**src/rtl/text_console_cursor_engine_defines.svh**
```systemverilog
// Assertion macros used by the console engine RTL.
`ifndef TEXT_CONSOLE_CURSOR_ENGINE_DEFINES_SVH
`define TEXT_CONSOLE_CURSOR_ENGINE_DEFINES_SVH

// Same-cycle implication, checked outside reset
`define TCCE_ASSERT_SAME(label, clk_sig, rstn_sig, ante, cons) \
    label: assert property (@(posedge clk_sig) disable iff (!rstn_sig) \
        (ante) |-> (cons)) else $error("console engine check failed");

// Next-cycle implication, checked outside reset
`define TCCE_ASSERT_NEXT(label, clk_sig, rstn_sig, ante, cons) \
    label: assert property (@(posedge clk_sig) disable iff (!rstn_sig) \
        (ante) |=> (cons)) else $error("console engine check failed");

`endif

```
**src/rtl/tcce_pkg.sv**
```systemverilog
`timescale 1ns / 1ps

package tcce_pkg;

    // Request codes
    typedef enum logic [1:0] {
        REQ_WRITE_CHAR  = 2'd0,
        REQ_SCROLL_UP   = 2'd1,
        REQ_SCROLL_DOWN = 2'd2,
        REQ_SELECT      = 2'd3
    } req_type_t;

    // Character codes with special handling
    localparam logic [7:0] CH_NEWLINE   = 8'd10;
    localparam logic [7:0] CH_BACKSPACE = 8'd8;
    localparam logic [7:0] CH_SPACE     = 8'd32;

    localparam logic [7:0] ATTR_RESET = 8'd7;

    // Input transaction payload
    typedef struct packed {
        logic [1:0] req_type;
        logic [1:0] console_index;
        logic [7:0] char_code;
    } in_item_t;

    // Result transaction payload
    typedef struct packed {
        logic        mem_write;
        logic [13:0] mem_cell;
        logic [7:0]  mem_char;
        logic [7:0]  mem_attr;
        logic [13:0] cursor_cell;
        logic [13:0] view_start_cell;
        logic [1:0]  shown_console;
    } out_item_t;

endpackage

```
**src/rtl/text_console_cursor_engine.sv**
```systemverilog
`timescale 1ns / 1ps

// Text console cursor engine: several consoles sharing one video memory.
// Input channel in_valid / in_stall / in_data carries one request per
// transaction (write character, scroll up, scroll down, select console).
// Output channel out_valid / out_stall / out_data returns one result per
// request: an optional video memory cell write, plus the addressed
// console's cursor and view start and the displayed console afterwards.
// cfg_valid / cfg_ready / cfg_data writes the attribute byte (ready is
// always high); write it only while no request is in flight.
// An accepted request passes through an input register, then the
// combinational console update into the result register.
// Throughput is one request per cycle unless the receiver stalls; the
// per-console cursor and view registers are updated in the same cycle
// that the result is registered, so the following request sees them
// at once. When the receiver stalls the result is held and one further
// request is buffered in the input register before in_stall rises.
// Reset puts every cursor and view start at its console's region origin,
// selects console 0 and sets the attribute to 7.
module text_console_cursor_engine
    import tcce_pkg::*;
#(
    parameter int SCREEN_COLUMNS = 80,
    parameter int SCREEN_CELLS   = 2000,
    parameter int NUM_CONSOLES   = 4,
    parameter int VIDEO_CELLS    = 16384
)
(
    input  logic       clk,
    input  logic       rst_n,
    input  logic       in_valid,
    output logic       in_stall,
    input  in_item_t   in_data,
    output logic       out_valid,
    input  logic       out_stall,
    output out_item_t  out_data,
    input  logic       cfg_valid,
    output logic       cfg_ready,
    input  logic [7:0] cfg_data
);

`include "text_console_cursor_engine_defines.svh"

    localparam int REGION = VIDEO_CELLS / NUM_CONSOLES;
    localparam int AW     = $clog2(VIDEO_CELLS + SCREEN_CELLS + 1);
    localparam int CIW    = (NUM_CONSOLES > 1) ? $clog2(NUM_CONSOLES) : 1;

    logic            in_valid_reg;
    logic            in_valid_next;
    in_item_t        in_item_reg;
    logic            out_valid_reg;
    logic            out_valid_next;
    out_item_t       out_item_reg;
    logic [7:0]      attr_reg;
    logic [1:0]      shown_reg;
    logic [AW-1:0]   cursor_reg [NUM_CONSOLES];
    logic [AW-1:0]   view_reg   [NUM_CONSOLES];

    logic            in_accept;
    logic            advance;
    logic [CIW-1:0]  sel_idx;
    logic [AW-1:0]   sel_org;
    logic            state_we;
    logic [AW-1:0]   cur_next;
    logic [AW-1:0]   view_next;
    out_item_t       step_result;

    // Handshake and pipeline flow
    assign advance   = in_valid_reg && (!out_valid_reg || !out_stall);
    assign in_stall  = in_valid_reg && !advance;
    assign in_accept = in_valid && !in_stall;
    assign cfg_ready = 1'b1;
    assign out_valid = out_valid_reg;
    assign out_data  = out_item_reg;

    always_comb
    begin
        in_valid_next = in_valid_reg;
        if (in_accept)
        begin
            in_valid_next = 1'b1;
        end
        else if (advance)
        begin
            in_valid_next = 1'b0;
        end
        out_valid_next = out_valid_reg;
        if (advance)
        begin
            out_valid_next = 1'b1;
        end
        else if (!out_stall)
        begin
            out_valid_next = 1'b0;
        end
    end

    // Console selection for the registered request
    assign sel_idx = (32'(in_item_reg.console_index) < NUM_CONSOLES)
                     ? CIW'(in_item_reg.console_index) : '0;
    assign sel_org = AW'(sel_idx) * AW'(REGION);

    tcce_step #(
        .SCREEN_COLUMNS (SCREEN_COLUMNS),
        .SCREEN_CELLS   (SCREEN_CELLS),
        .NUM_CONSOLES   (NUM_CONSOLES),
        .VIDEO_CELLS    (VIDEO_CELLS),
        .AW             (AW)
    ) u_step (
        .item      (in_item_reg),
        .cur       (cursor_reg[sel_idx]),
        .view      (view_reg[sel_idx]),
        .org       (sel_org),
        .attr      (attr_reg),
        .shown     (shown_reg),
        .state_we  (state_we),
        .cur_next  (cur_next),
        .view_next (view_next),
        .result    (step_result)
    );

    // Control registers and console state
    always_ff @(posedge clk or negedge rst_n)
    begin
        if (!rst_n)
        begin
            in_valid_reg  <= 1'b0;
            out_valid_reg <= 1'b0;
            attr_reg      <= ATTR_RESET;
            shown_reg     <= '0;
            for (int i = 0; i < NUM_CONSOLES; i++)
            begin
                cursor_reg[i] <= AW'(i * REGION);
                view_reg[i]   <= AW'(i * REGION);
            end
        end
        else
        begin
            in_valid_reg  <= in_valid_next;
            out_valid_reg <= out_valid_next;
            if (cfg_valid && cfg_ready)
            begin
                attr_reg <= cfg_data;
            end
            if (advance)
            begin
                shown_reg <= step_result.shown_console;
                if (state_we)
                begin
                    cursor_reg[sel_idx] <= cur_next;
                    view_reg[sel_idx]   <= view_next;
                end
            end
        end
    end

    // Payload registers
    always_ff @(posedge clk)
    begin
        if (in_accept)
        begin
            in_item_reg <= in_data;
        end
        if (advance)
        begin
            out_item_reg <= step_result;
        end
    end

    // Checks
    `TCCE_ASSERT_NEXT(a_accept_loads, clk, rst_n, in_accept, in_valid_reg)
    `TCCE_ASSERT_NEXT(a_advance_shows, clk, rst_n, advance, out_valid_reg)
    `TCCE_ASSERT_SAME(a_idle_write_zero, clk, rst_n,
        out_valid_reg && !out_item_reg.mem_write,
        out_item_reg.mem_cell == 14'd0 && out_item_reg.mem_attr == 8'd0)

endmodule

```
**src/rtl/tcce_step.sv**
```systemverilog
`timescale 1ns / 1ps

// Combinational update of one console for one request.
module tcce_step
    import tcce_pkg::*;
#(
    parameter int SCREEN_COLUMNS = 80,
    parameter int SCREEN_CELLS   = 2000,
    parameter int NUM_CONSOLES   = 4,
    parameter int VIDEO_CELLS    = 16384,
    parameter int AW             = 15
)
(
    input  in_item_t        item,
    input  logic [AW-1:0]   cur,
    input  logic [AW-1:0]   view,
    input  logic [AW-1:0]   org,
    input  logic [7:0]      attr,
    input  logic [1:0]      shown,
    output logic            state_we,
    output logic [AW-1:0]   cur_next,
    output logic [AW-1:0]   view_next,
    output out_item_t       result
);

    localparam int REGION       = VIDEO_CELLS / NUM_CONSOLES;
    localparam int OW           = $clog2(REGION);
    localparam int LAST_ROW_OFF = ((REGION - 1) / SCREEN_COLUMNS) * SCREEN_COLUMNS;
    localparam int TOP_OFF      = (REGION > SCREEN_CELLS) ? REGION - SCREEN_CELLS : 0;
    localparam int SHIFT        = OW + $clog2(SCREEN_COLUMNS);
    localparam longint RECIP    = ((64'd1 << SHIFT) + SCREEN_COLUMNS - 1) / SCREEN_COLUMNS;
    localparam int RW           = OW + 2;
    localparam int PW           = OW + RW;

    logic              idx_ok;
    logic [AW-1:0]     last_cell;
    logic [OW-1:0]     offset;
    logic [PW-1:0]     prod;
    logic [OW-1:0]     row;
    logic [AW-1:0]     row_off;
    logic [AW-1:0]     nl_off;
    logic [AW-1:0]     nl_cursor;
    logic [AW-1:0]     cur_dec;
    logic [AW-1:0]     view_up;
    logic [AW-1:0]     up_limit;
    logic [AW-1:0]     view_dn_raw;
    logic [AW-1:0]     view_dn_top;
    logic [AW-1:0]     view_dn;
    logic [AW-1:0]     cur_a;
    logic              do_up;
    logic              do_down;
    logic              wr;
    logic [AW-1:0]     wr_cell;
    logic [7:0]        wch;
    logic [7:0]        wat;
    logic [1:0]        shown_n;

    assign idx_ok    = (32'(item.console_index) < NUM_CONSOLES);
    assign last_cell = org + AW'(REGION - 1);
    assign cur_dec   = cur - AW'(1);

    // Newline row: offset / columns by reciprocal multiply
    assign offset    = OW'(cur - org);
    assign prod      = PW'(offset) * PW'(RECIP);
    assign row       = OW'(prod >> SHIFT);
    assign row_off   = AW'(row) * AW'(SCREEN_COLUMNS);
    assign nl_off    = ((row_off + AW'(SCREEN_COLUMNS)) > AW'(LAST_ROW_OFF))
                       ? AW'(LAST_ROW_OFF) : row_off + AW'(SCREEN_COLUMNS);
    assign nl_cursor = org + nl_off;

    // One-row scroll candidates
    assign view_up     = (view >= org + AW'(SCREEN_COLUMNS))
                         ? view - AW'(SCREEN_COLUMNS) : org;
    assign up_limit    = view_up + AW'(SCREEN_CELLS - 1);
    assign view_dn_raw = view + AW'(SCREEN_COLUMNS);
    assign view_dn_top = org + AW'(TOP_OFF);
    assign view_dn     = (view_dn_raw > view_dn_top) ? view_dn_top : view_dn_raw;

    // Primary action of the request
    always_comb
    begin
        cur_a    = cur;
        do_up    = 1'b0;
        do_down  = 1'b0;
        wr       = 1'b0;
        wr_cell  = '0;
        wch      = '0;
        wat      = '0;
        shown_n  = shown;
        state_we = 1'b0;
        if (idx_ok)
        begin
            state_we = 1'b1;
            case (req_type_t'(item.req_type))
                REQ_WRITE_CHAR:
                begin
                    if (item.char_code == CH_NEWLINE)
                    begin
                        cur_a   = nl_cursor;
                        do_down = (nl_cursor >= view + AW'(SCREEN_CELLS));
                    end
                    else if (item.char_code == CH_BACKSPACE)
                    begin
                        if (cur > org)
                        begin
                            wr      = 1'b1;
                            wr_cell = cur_dec;
                            wch     = CH_SPACE;
                            wat     = attr;
                            cur_a   = cur_dec;
                            do_up   = (cur_dec < view);
                        end
                    end
                    else
                    begin
                        wr      = 1'b1;
                        wr_cell = cur;
                        wch     = item.char_code;
                        wat     = attr;
                        if (cur < last_cell)
                        begin
                            cur_a = cur + AW'(1);
                        end
                    end
                end
                REQ_SCROLL_UP:   do_up   = 1'b1;
                REQ_SCROLL_DOWN: do_down = 1'b1;
                REQ_SELECT:      shown_n = item.console_index;
                default:         ;
            endcase
        end
    end

    // Follow-on scroll; cursor pulled back into the view
    always_comb
    begin
        cur_next  = cur_a;
        view_next = view;
        if (do_up)
        begin
            view_next = view_up;
            if (cur_a > up_limit)
            begin
                cur_next = up_limit;
            end
        end
        else if (do_down)
        begin
            view_next = view_dn;
            if (cur_a < view_dn)
            begin
                cur_next = view_dn;
            end
        end
    end

    // Result fields
    always_comb
    begin
        result.mem_write       = wr;
        result.mem_cell        = 14'(wr_cell);
        result.mem_char        = wch;
        result.mem_attr        = wat;
        result.cursor_cell     = idx_ok ? 14'(cur_next) : 14'd0;
        result.view_start_cell = idx_ok ? 14'(view_next) : 14'd0;
        result.shown_console   = shown_n;
    end

endmodule
```
**config.mk**
```make
export PLATFORM = sky130hd
export DESIGN_NAME = text_console_cursor_engine
export DESIGN_NICKNAME = d
export VERILOG_FILES = /design/src/rtl/tcce_pkg.sv /design/src/rtl/text_console_cursor_engine.sv /design/src/rtl/tcce_step.sv
export VERILOG_INCLUDE_DIRS = /design/src /design/src/rtl
export SDC_FILE = /design/constraint.sdc
export NUM_CORES = 1
export LEC_CHECK = 0
export CORE_UTILIZATION = 64
export CTS_CLUSTER_SIZE = 8
export DETAILED_ROUTE_END_ITERATION = 16
export DONT_BUFFER_PORTS = 1
export PLACE_DENSITY = 0.8
export SETUP_SLACK_MARGIN = 0.3
export SYNTH_ARGS = -nofsm -noshare
export SYNTH_HDL_FRONTEND = slang
export SYNTH_SLANG_ARGS = --single-unit
```
**constraint.sdc**
```tcl
create_clock -name clk -period 15.51 [get_ports clk]
set_input_delay 3.102 -clock clk [delete_from_list [all_inputs] [get_ports clk]]
set_output_delay 3.102 -clock clk [all_outputs]
set_load 0.02 [all_outputs]
```
==> run_results.csv, run 1 <==
group,metric,value,unit
sta,holdWs,474,ps
routing,vias,12549,
routing,ant_nets,0,
synth,synth_edf_count,73,
sta,worst_slew_pin_slew,1270,ps
cells_and_area,multi_input_area,0.00979,mm2
sta,max_clock_freq,83.5,MHz
synth,yosys_warnings,0,
setup_path,r2r_cells,38,
floorplan,core_area,0.0245,mm2
routing,wl_per_cell,22.9,um
floorplan,die_area,0.0258,mm2
cells_and_area,layout_common_cells,"ha_1 (179), nand2_1 (157), inv_1 (141)",
clocking,insertion_delay,560,ps
clocking,clk_pin_slew,50,ps
setup_path,max_stage_delay,780,ps
worst_hold_path,hp-class,"reg2reg",
cells_and_area,largest_register_ffs,61,
worst_hold_path,hold_depth,2,
synth,async_flop_share,64.4,%
cells_and_area,final_common_cell,"ha_1",
clocking,cts_tree,"yes",
cells_and_area,seq_area,0.00551,mm2
setup_path,cp_slowest_cell,"mux4_2",
synth,ys_types,95,
synth,ys_seq_area_share,34.3,%
setup_path,start_kind,"flip-flop",
grt,grt_pass1_vias,12646,
sta,slew_viol_final,0,
clocking,postCtsHoldBufs,0,
synth,yosys.area.top_type_share,18.8,%
clocking,root_buffer,"clkbuf_16",
synth,synth_cells,1590,
routing,drtIter0Drc,1098,
sta,setup_tns,0,ps
outcome,status,"finished, final reports clean",
placement,portBuffers,0,
synth,synth.cell_area,0.0161,mm2
routing,viasPerCell,6.53,
sta,maxSlewHeadroom,14.2,%
grt,overflow,0,
floorplan,die-width,160,um
setup_path,end_kind,"flip-flop",
setup_path,worstSetupPathType,"reg2reg",
setup_path,arrival,12470,ps
sta,fin_skew,14.2,ps
job,cap_violations,0,
floorplan,initial_core_util,65.7,%
clocking,clock-sinks,205,
routing,postRouteWirelength,44000,um
synth,synth_area_per_cell,10.1,um2
sta,setup_violations,0,
cells_and_area,syn_to_final_growth,6.84,%
clocking,postCtsSetupBuffers,0,
setup_path,critPathRequiredTime,16000,ps
clocking,htreeDepth,1,
grt,grt_antenna_before_repair,0,
setup_path,cpMostUsedCell,"ha_1",
cells_and_area,final_nets,1819,
sta,fin_crit_sh,77.2,%
cells_and_area,fill_cells,1826,
placement,pre_cts_ws,3800,ps
clocking,cts_resized,0,
synth,synthFlopType,"dfrtp_1",
grt,grt_max_degree,133,
cells_and_area,final_layout_size_suffix_gt1_share,13.1,%
synth,synth.largest_area_cell,"dfrtp_1",
routing,drt_first_pass_iters,6,
floorplan,placementRows,57,
sta,grt_setup_unrepaired,"false",
floorplan,chipHeight,160,um
clocking,numCtsBuffers,29,
sta,setup_slack,3530,ps
grt,grtUsageTotal,34.7,%
clocking,clock_tree.buffer_depth,3,
routing,drc_errors,0,
synth,ys_ff_latch,205,
placement,gp_congestion,0.989,
cells_and_area,antennaDiodeCount,0,
floorplan,ioPinCount,89,
grt,grt_pass1_wl,69300,um
setup_path,critical_path.max_fanout,26,
sta,layout_min_cycle_time,11980,ps
sta,final_hold_viol_count,0,
placement,hpwl,32800,um
synth,synth_area_leaders,"dfrtp_1 (19%), ha_1 (14%), edfxtp_1 (14%)",
cells by family (layout without fill, tap and decap cells):
group,count (synthesis),count (layout),synth area share (%)
xor+xnor,67,67,3.65
compound gates,336,336,14.4
simple gates,436,436,13.2
buf+inv,202,209,5.02
fa+ha+maj,218,218,18.8
flops,205,205,34.3
other cells,2,4,0.0467
mux,124,124,10.7
per-layer routing:
| metal | up-vias | wire (um) | GRT usage (%) |
|---|---|---|---|
| met1 | 6197 | 18300 | 46.4 |
| met3 | 92 | 3210 | 4.60 |
| met2 | 544 | 21200 | 58.3 |
| met5 | - | 0 | 0 |
| li1 | 5716 | - | - |
| met4 | 0 | 1340 | 11.6 |
metrics by stage:
stage	cells	utilization [%]	instance area, um2
after global placement	1869	66.7	16300
after detailed placement	1869	66.7	16300
final	1923	70.2	17200
after floorplan	1592	-	16100
after CTS	1923	70.2	17200
after global routing	1923	70.2	17200
worst max-delay path, delay by kind of cell (launching register included):
| family | cells | cell delay (ps) |
|---|---|---|
| multiplexers | 2 | 1040 |
| flip-flops | 1 | 600 |
| buffers and inverters | 4 | 900 |
| adder cells (fa/ha/maj) | 9 | 3560 |
| AND/OR/NAND/NOR | 8 | 1360 |
| AO/OA/AOI/OAI | 15 | 4360 |
path summary, 6_finish.rpt:
path	slack [ps]	start	end
hold / removal	470	view_reg[32]$_DFFE_PN0P_	view_reg[32]$_DFFE_PN0P_
hold reg to reg	470	view_reg[32]$_DFFE_PN0P_	view_reg[32]$_DFFE_PN0P_
max in group asynchronous	12920	rst_n	cursor_reg[28]$_DFFE_PN1P_
setup / recovery	3530	sel_idx[0]$_DFFE_PP_	cursor_reg[41]$_DFFE_PN0P_
setup reg to reg	3530	sel_idx[0]$_DFFE_PP_	cursor_reg[41]$_DFFE_PN0P_
min in group asynchronous	2240	rst_n	shown_reg[1]$_DFFE_PN0P_
area by class of cell:
| cell class | count | share of cell area, % |
|---|---|---|
| repair buffers | 11 | 0.481 |
| clock inverters | 1 | 0.117 |
| flip-flops and latches | 205 | 32.1 |
| clock buffers | 53 | 4.81 |
| multi-input cells | 1185 | 57.0 |
| inverters | 144 | 3.15 |
| well taps | 324 | 2.36 |
cells in the mapped netlist (6+ instances only):
master       n
o211ai_1    13
and2_1      30
nand3_1     37
nor3b_1      6
dfrtp_1    121
ha_1       179
o2111ai_1   13
xor2_1      14
mux2i_1     10
nor2b_1      7
o21a_1      14
edfxtp_1    73
mux2_2      84
o31ai_1     10
clkbuf_1    40
o22ai_1      9
nand2_1    157
dfstp_2     11
a211o_1      7
a21o_1      23
fa_1        39
nand2b_1    10
o21ai_0     80
a211oi_1    12
xnor2_1     53
inv_1      141
nor3_1      22
or3_1       11
nor2_1      95
a31oi_1      9
mux4_2      29
o21ai_1      6
buf_2        9
nand4_1     19
a21oi_1     65
and3_1      10
Power of run 1 is left out: the tool's default activity adds up to more than one toggle a clock period on the data nets, which glitch-free logic cannot reach.
==> run 2, diff against run 1 <==
clock period = 11.4 ns   (was 15.51 ns; I/O delays follow)
==> run 2 against run 1 <==
Net effect: clock skew grew 7.7 ps; worst setup slack lost 2800 ps; count of clock-buffer cells in the layout shrank 1; routed wire length grew 4.8%; global-route usage grew 1.8 points; via count grew 3.6%; sequential share of layout area shrank 0.60 points; first-iteration DRC count grew 12%; critical path depth grew 1; die area is the same; non-clock buffer count grew 36; register-to-register slack lost 2800 ps.
==> run_results.csv, run 2 (same netlist as run 1, synthesis figures left out) <==
group,metric,value,unit
floorplan,die-width,160,um
sta,max_clock_freq,94.0,MHz
clocking,insertion_delay,560,ps
sta,fin_skew,22.0,ps
clocking,root_buffer,"clkbuf_16",
routing,drc_errors,0,
floorplan,chipHeight,160,um
clocking,clock_tree.buffer_depth,3,
setup_path,start_kind,"flip-flop",
clocking,htreeDepth,1,
routing,drt_first_pass_iters,6,
grt,grt_pass1_wl,72200,um
floorplan,core_area,0.0245,mm2
placement,hpwl,35200,um
worst_hold_path,hp-class,"reg2reg",
clocking,cts_tree,"yes",
clocking,numCtsBuffers,29,
sta,worst_slew_pin_slew,1280,ps
placement,portBuffers,0,
routing,vias,13000,
setup_path,critical_path.max_fanout,18,
sta,fin_crit_sh,93.3,%
routing,viasPerCell,6.64,
sta,slew_viol_final,0,
cells_and_area,final_nets,1855,
setup_path,end_kind,"flip-flop",
floorplan,ioPinCount,89,
floorplan,placementRows,57,
setup_path,worstSetupPathType,"reg2reg",
sta,layout_min_cycle_time,10640,ps
clocking,clock-sinks,205,
clocking,clk_pin_slew,60,ps
cells_and_area,largest_register_ffs,61,
job,cap_violations,0,
sta,setup_violations,0,
sta,setup_tns,0,ps
floorplan,die_area,0.0258,mm2
routing,postRouteWirelength,46100,um
setup_path,cp_slowest_cell,"a21oi_2",
grt,grt_antenna_before_repair,1,
setup_path,r2r_cells,39,
cells_and_area,syn_to_final_growth,8.87,%
routing,ant_nets,0,
sta,maxSlewHeadroom,14.4,%
outcome,status,"finished, final reports clean",
setup_path,arrival,10940,ps
routing,wl_per_cell,23.5,um
placement,gp_congestion,1.01,
setup_path,max_stage_delay,710,ps
grt,grt_max_degree,133,
sta,final_hold_viol_count,0,
setup_path,cpMostUsedCell,"ha_1",
cells_and_area,layout_common_cells,"ha_1 (179), nand2_1 (156), inv_1 (141)",
routing,drtIter0Drc,1235,
sta,grt_setup_unrepaired,"false",
grt,grtUsageTotal,36.4,%
cells_and_area,final_common_cell,"ha_1",
clocking,postCtsHoldBufs,0,
grt,overflow,0,
floorplan,initial_core_util,65.7,%
grt,grt_pass1_vias,12898,
setup_path,critPathRequiredTime,11690,ps
cells_and_area,final_layout_size_suffix_gt1_share,15.4,%
worst_hold_path,hold_depth,2,
-- run 2: cell types whose count changed in the layout (fill, tap and decap cells not counted), sizes merged --
cell and change:
buf +36, clkbuf -1, diode +1
-- run 2: final timing paths --
check,startpoint,endpoint,slack [ps]
max in group asynchronous,rst_n,cursor_reg[28]$_DFFE_PN1P_,9680
worst max register to register,sel_idx[0]$_DFFE_PP_,out_data[8]$_DFFE_PP_,760
min in group asynchronous,rst_n,cursor_reg[4]$_DFFE_PN0P_,1420
worst min-delay path,view_reg[1]$_DFFE_PN0P_,view_reg[1]$_DFFE_PN0P_,480
worst max-delay path,sel_idx[0]$_DFFE_PP_,out_data[8]$_DFFE_PP_,760
worst min register to register,view_reg[1]$_DFFE_PN0P_,view_reg[1]$_DFFE_PN0P_,480
-- run 2: per-stage QoR --
stage               instance area, um2  hold slack [ps]  setup WS, ps  std cells  util [%]
finish                           17500              476           759       1959      71.5
global route                     17500              509           287       1959      71.5
CTS                              17400              480           301       1956      71.3
detailed placement               16600              466           325       1901      67.7
global placement                 16600              456           466       1901      67.7
floorplan                        16100              441           645       1592         -
-- run 2: metal layers --
metal | vias to the layer above | GRT usage [%] | wire length, um
met4 | 0 | 14.9 | 1940
met3 | 140 | 7.95 | 4160
met2 | 658 | 57.5 | 21100
met5 | - | 0 | 0
met1 | 6412 | 48.8 | 18900
li1 | 5790 | - | -
-- run 2: cell type report --
cell class / count / area, um2
antenna: 1 / 2.50
clock buffer: 52 / 822
clock inverter: 1 / 20.0
fill: 1790 / 6960
inverter: 144 / 541
multi-input combinational: 1185 / 9830
sequential: 205 / 5510
tap: 324 / 405
timing repair buffer: 47 / 365
-- run 2: worst max-delay path, delay by kind of cell, from the launching register on --
kind,cells,cell delay (ps)
flip-flops,1,450
AO/OA/AOI/OAI,15,3720
AND/OR/NAND/NOR,8,1350
multiplexers,1,650
XOR/XNOR,1,160
adder cells (fa/ha/maj),9,3490
buffers and inverters,5,580
-- run 2: what timing repair did --
action / in CTS / in global routing
setup buffers: 2 / 2
pin swaps: 0 / 1
gates resized for setup: 0 / 10
setup endpoints to repair: 4 / 148
Power of run 2 is left out for the same reason.
==> run 3, diff against run 2 <==
ABC_AREA = 1   (was unset)
==> run 3 against run 2 <==
Net effect: worst setup slack better by 270 ps; critical path depth is 10 higher; sequential share of layout area fell by 1.1 points; clock skew decreased by 11 ps; largest cell class unchanged; core utilization shrank 0.26 points; design area is 3.5% higher; maximum frequency is 2.6% higher; non-clock buffer count is 11 lower.
==> run_results.csv, run 3 <==
group,metric,value,unit
floorplan,chipHeight,164,um
sta,fin_skew,10.8,ps
worst_hold_path,hp-start,"view_reg[28]$_DFFE_PN1P_",
synth,yosys_warnings,0,
setup_path,crit_buf_inv,10,
clocking,postCtsHoldBufs,0,
setup_path,crit_start,"sel_idx[0]$_DFFE_PP_",
setup_path,cp_slowest_cell,"fa_1",
clocking,insertion_delay,560,ps
synth,async_flop_share,64.4,%
sta,setup_tns,0,ps
setup_path,rr_startpoint,"sel_idx[0]$_DFFE_PP_",
synth,ys_types,57,
cells_and_area,layout_common_cells,"nand2_1 (664), inv_1 (284), ha_1 (179)",
synth,synth_area_per_cell,7.63,um2
floorplan,core_area,0.0254,mm2
floorplan,die-width,164,um
setup_path,critical_path.max_fanout,11,
cells_and_area,final_common_cell,"nand2_1",
setup_path,worstSetupPathType,"reg2reg",
synth,ys_seq_area_share,32.9,%
routing,postRouteWirelength,51800,um
clocking,clock-sinks,205,
grt,grt_antenna_before_repair,0,
placement,hpwl,38600,um
setup_path,cpMostUsedCell,"nand2_1",
synth,ys_ff_latch,205,
synth,synth.largest_area_cell,"dfrtp_1",
synth,synthTopCellsByCount,"nand2_1 (667), inv_1 (285), ha_1 (179), nand3_1 (155), nor2_1 (134)",
clocking,clock_tree.buffer_depth,3,
sta,max_clock_freq,96.4,MHz
routing,drtIter0Drc,1853,
synth,synth_area_leaders,"dfrtp_1 (18%), nand2_1 (15%), ha_1 (13%)",
cells_and_area,syn_to_final_growth,8.06,%
sta,maxSlewHeadroom,20.6,%
worst_hold_path,hold_depth,2,
setup_path,r2r_cells,49,
routing,wl_per_cell,20.3,um
synth,synthFlopType,"dfrtp_1",
floorplan,placementRows,58,
clocking,clk_pin_slew,50,ps
cells_and_area,final_layout_size_suffix_gt1_share,8.27,%
setup_path,cp_top_family,"adder cells",
clocking,htreeDepth,1,
sta,grt_setup_unrepaired,"false",
grt,overflow,0,
grt,grt_pass1_vias,14861,
floorplan,ioPinCount,89,
sta,slew_viol_final,0,
sta,setup_violations,0,
synth,yosys.area.top_type_share,18.1,%
synth,yosysMostFrequentCell,"nand2_1",
outcome,status,"finished, final reports clean",
placement,portBuffers,0,
grt,grtUsageTotal,39.2,%
sta,fin_crit_sh,91.0,%
grt,grt_pass1_wl,81100,um
setup_path,critPathRequiredTime,11720,ps
setup_path,r2r-end,"out_data[21]$_DFFE_PP_",
setup_path,crit_cells,49,
routing,ant_nets,0,
synth,synth_cells,2197,
setup_path,max_stage_delay,560,ps
clocking,cts_tree,"yes",
sta,layout_min_cycle_time,10370,ps
setup_path,end_kind,"flip-flop",
routing,drc_errors,0,
worst_hold_path,hp-class,"reg2reg",
routing,viasPerCell,6.01,
cells_and_area,antennaDiodeCount,0,
cells_and_area,final_nets,2444,
sta,worst_slew_pin_slew,1180,ps
placement,gp_congestion,1.01,
grt,grt_max_degree,133,
setup_path,r2r_slack,1030,ps
synth,synth.cell_area,0.0168,mm2
floorplan,die_area,0.0268,mm2
setup_path,arrival,10680,ps
setup_path,start_kind,"flip-flop",
sta,final_hold_viol_count,0,
job,cap_violations,0,
floorplan,initial_core_util,66.0,%
setup_path,crit_end,"out_data[21]$_DFFE_PP_",
clocking,numCtsBuffers,30,
routing,vias,15363,
clocking,root_buffer,"clkbuf_16",
synth,synth_edf_count,73,
cells_and_area,largest_register_ffs,61,
routing,drt_first_pass_iters,8,
run 3: cell types whose count changed in the layout (fill, tap and decap cells not counted), sizes merged, moves of 19 or more:
cell	change
nor2	+50
inv	+160
nand3	+132
a21o	-19
xor2	+25
xnor2	-47
mux2	-85
nand2	+531
mux4	-29
run 3: what timing repair did:
action / in CTS / in global routing
gates resized for setup: 0 / 20
hold endpoints to repair: 0 / 0
endpoints found under the setup margin: 0 / 144
setup buffers: 0 / 15
run 3: kinds of logic (layout without fill, tap and decap cells):
kind of cell	Yosys count	in the layout	share of synthesized area, %
flops	205	205	32.9
buf+inv	371	397	8.86
fa+ha+maj	218	218	18.0
other cells	2	4	0.0448
xor+xnor	45	45	2.35
simple gates	1088	1088	28.2
compound gates	268	268	9.59
run 3: per-layer routing:
metal / global-route usage (%) / vias to the layer above / part of all wire, %
met3: 6.64 / 158 / 9.4
met1: 52.7 / 7157 / 41
met2: 62.5 / 894 / 45
met5: 0 / - / 0
met4: 16.8 / 0 / 4.2
li1: - / 7154 / -
run 3: how the worst min path moves through the flow:
stage                                      end  slack (ps)
floorplan           cursor_reg[28]$_DFFE_PN1P_         450
detailed placement    view_reg[42]$_DFFE_PN1P_         460
finish                view_reg[28]$_DFFE_PN1P_         470
global route          view_reg[42]$_DFFE_PN1P_         490
CTS                   view_reg[28]$_DFFE_PN1P_         470
global placement      view_reg[42]$_DFFE_PN1P_         460
run 3: area by class of cell:
cell class | instances | area [um2]
fillers | 2004 | 7290
multi-input cells | 1623 | 9830
repair buffers | 36 | 320
clock buffers | 53 | 837
well taps | 330 | 413
clock inverters | 3 | 42.5
flip-flops and latches | 205 | 5510
inverters | 305 | 1150
run 3: through the flow:
step	std cells	hold slack (ps)	cell area (um2)	utilization [%]	worst slack (ps)
2_1_floorplan	2199	448	16800	-	2050
3_3_place_gp	2484	456	17000	67.0	916
3_5_place_dp	2484	460	17000	67.0	585
4_1_cts	2540	470	17900	70.4	515
5_1_grt	2555	490	18100	71.3	291
6_report	2555	470	18100	71.3	1030
run 3: worst register-to-register path: cells and delay by family, from the launching register on:
kind	cells	cell delay, ps
buffers and inverters	10	1360
AND/OR/NAND/NOR	19	2530
XOR/XNOR	2	360
flip-flops	1	530
AO/OA/AOI/OAI	8	1670
adder cells (fa/ha/maj)	10	3660
Power of run 3 is left out for the same reason.
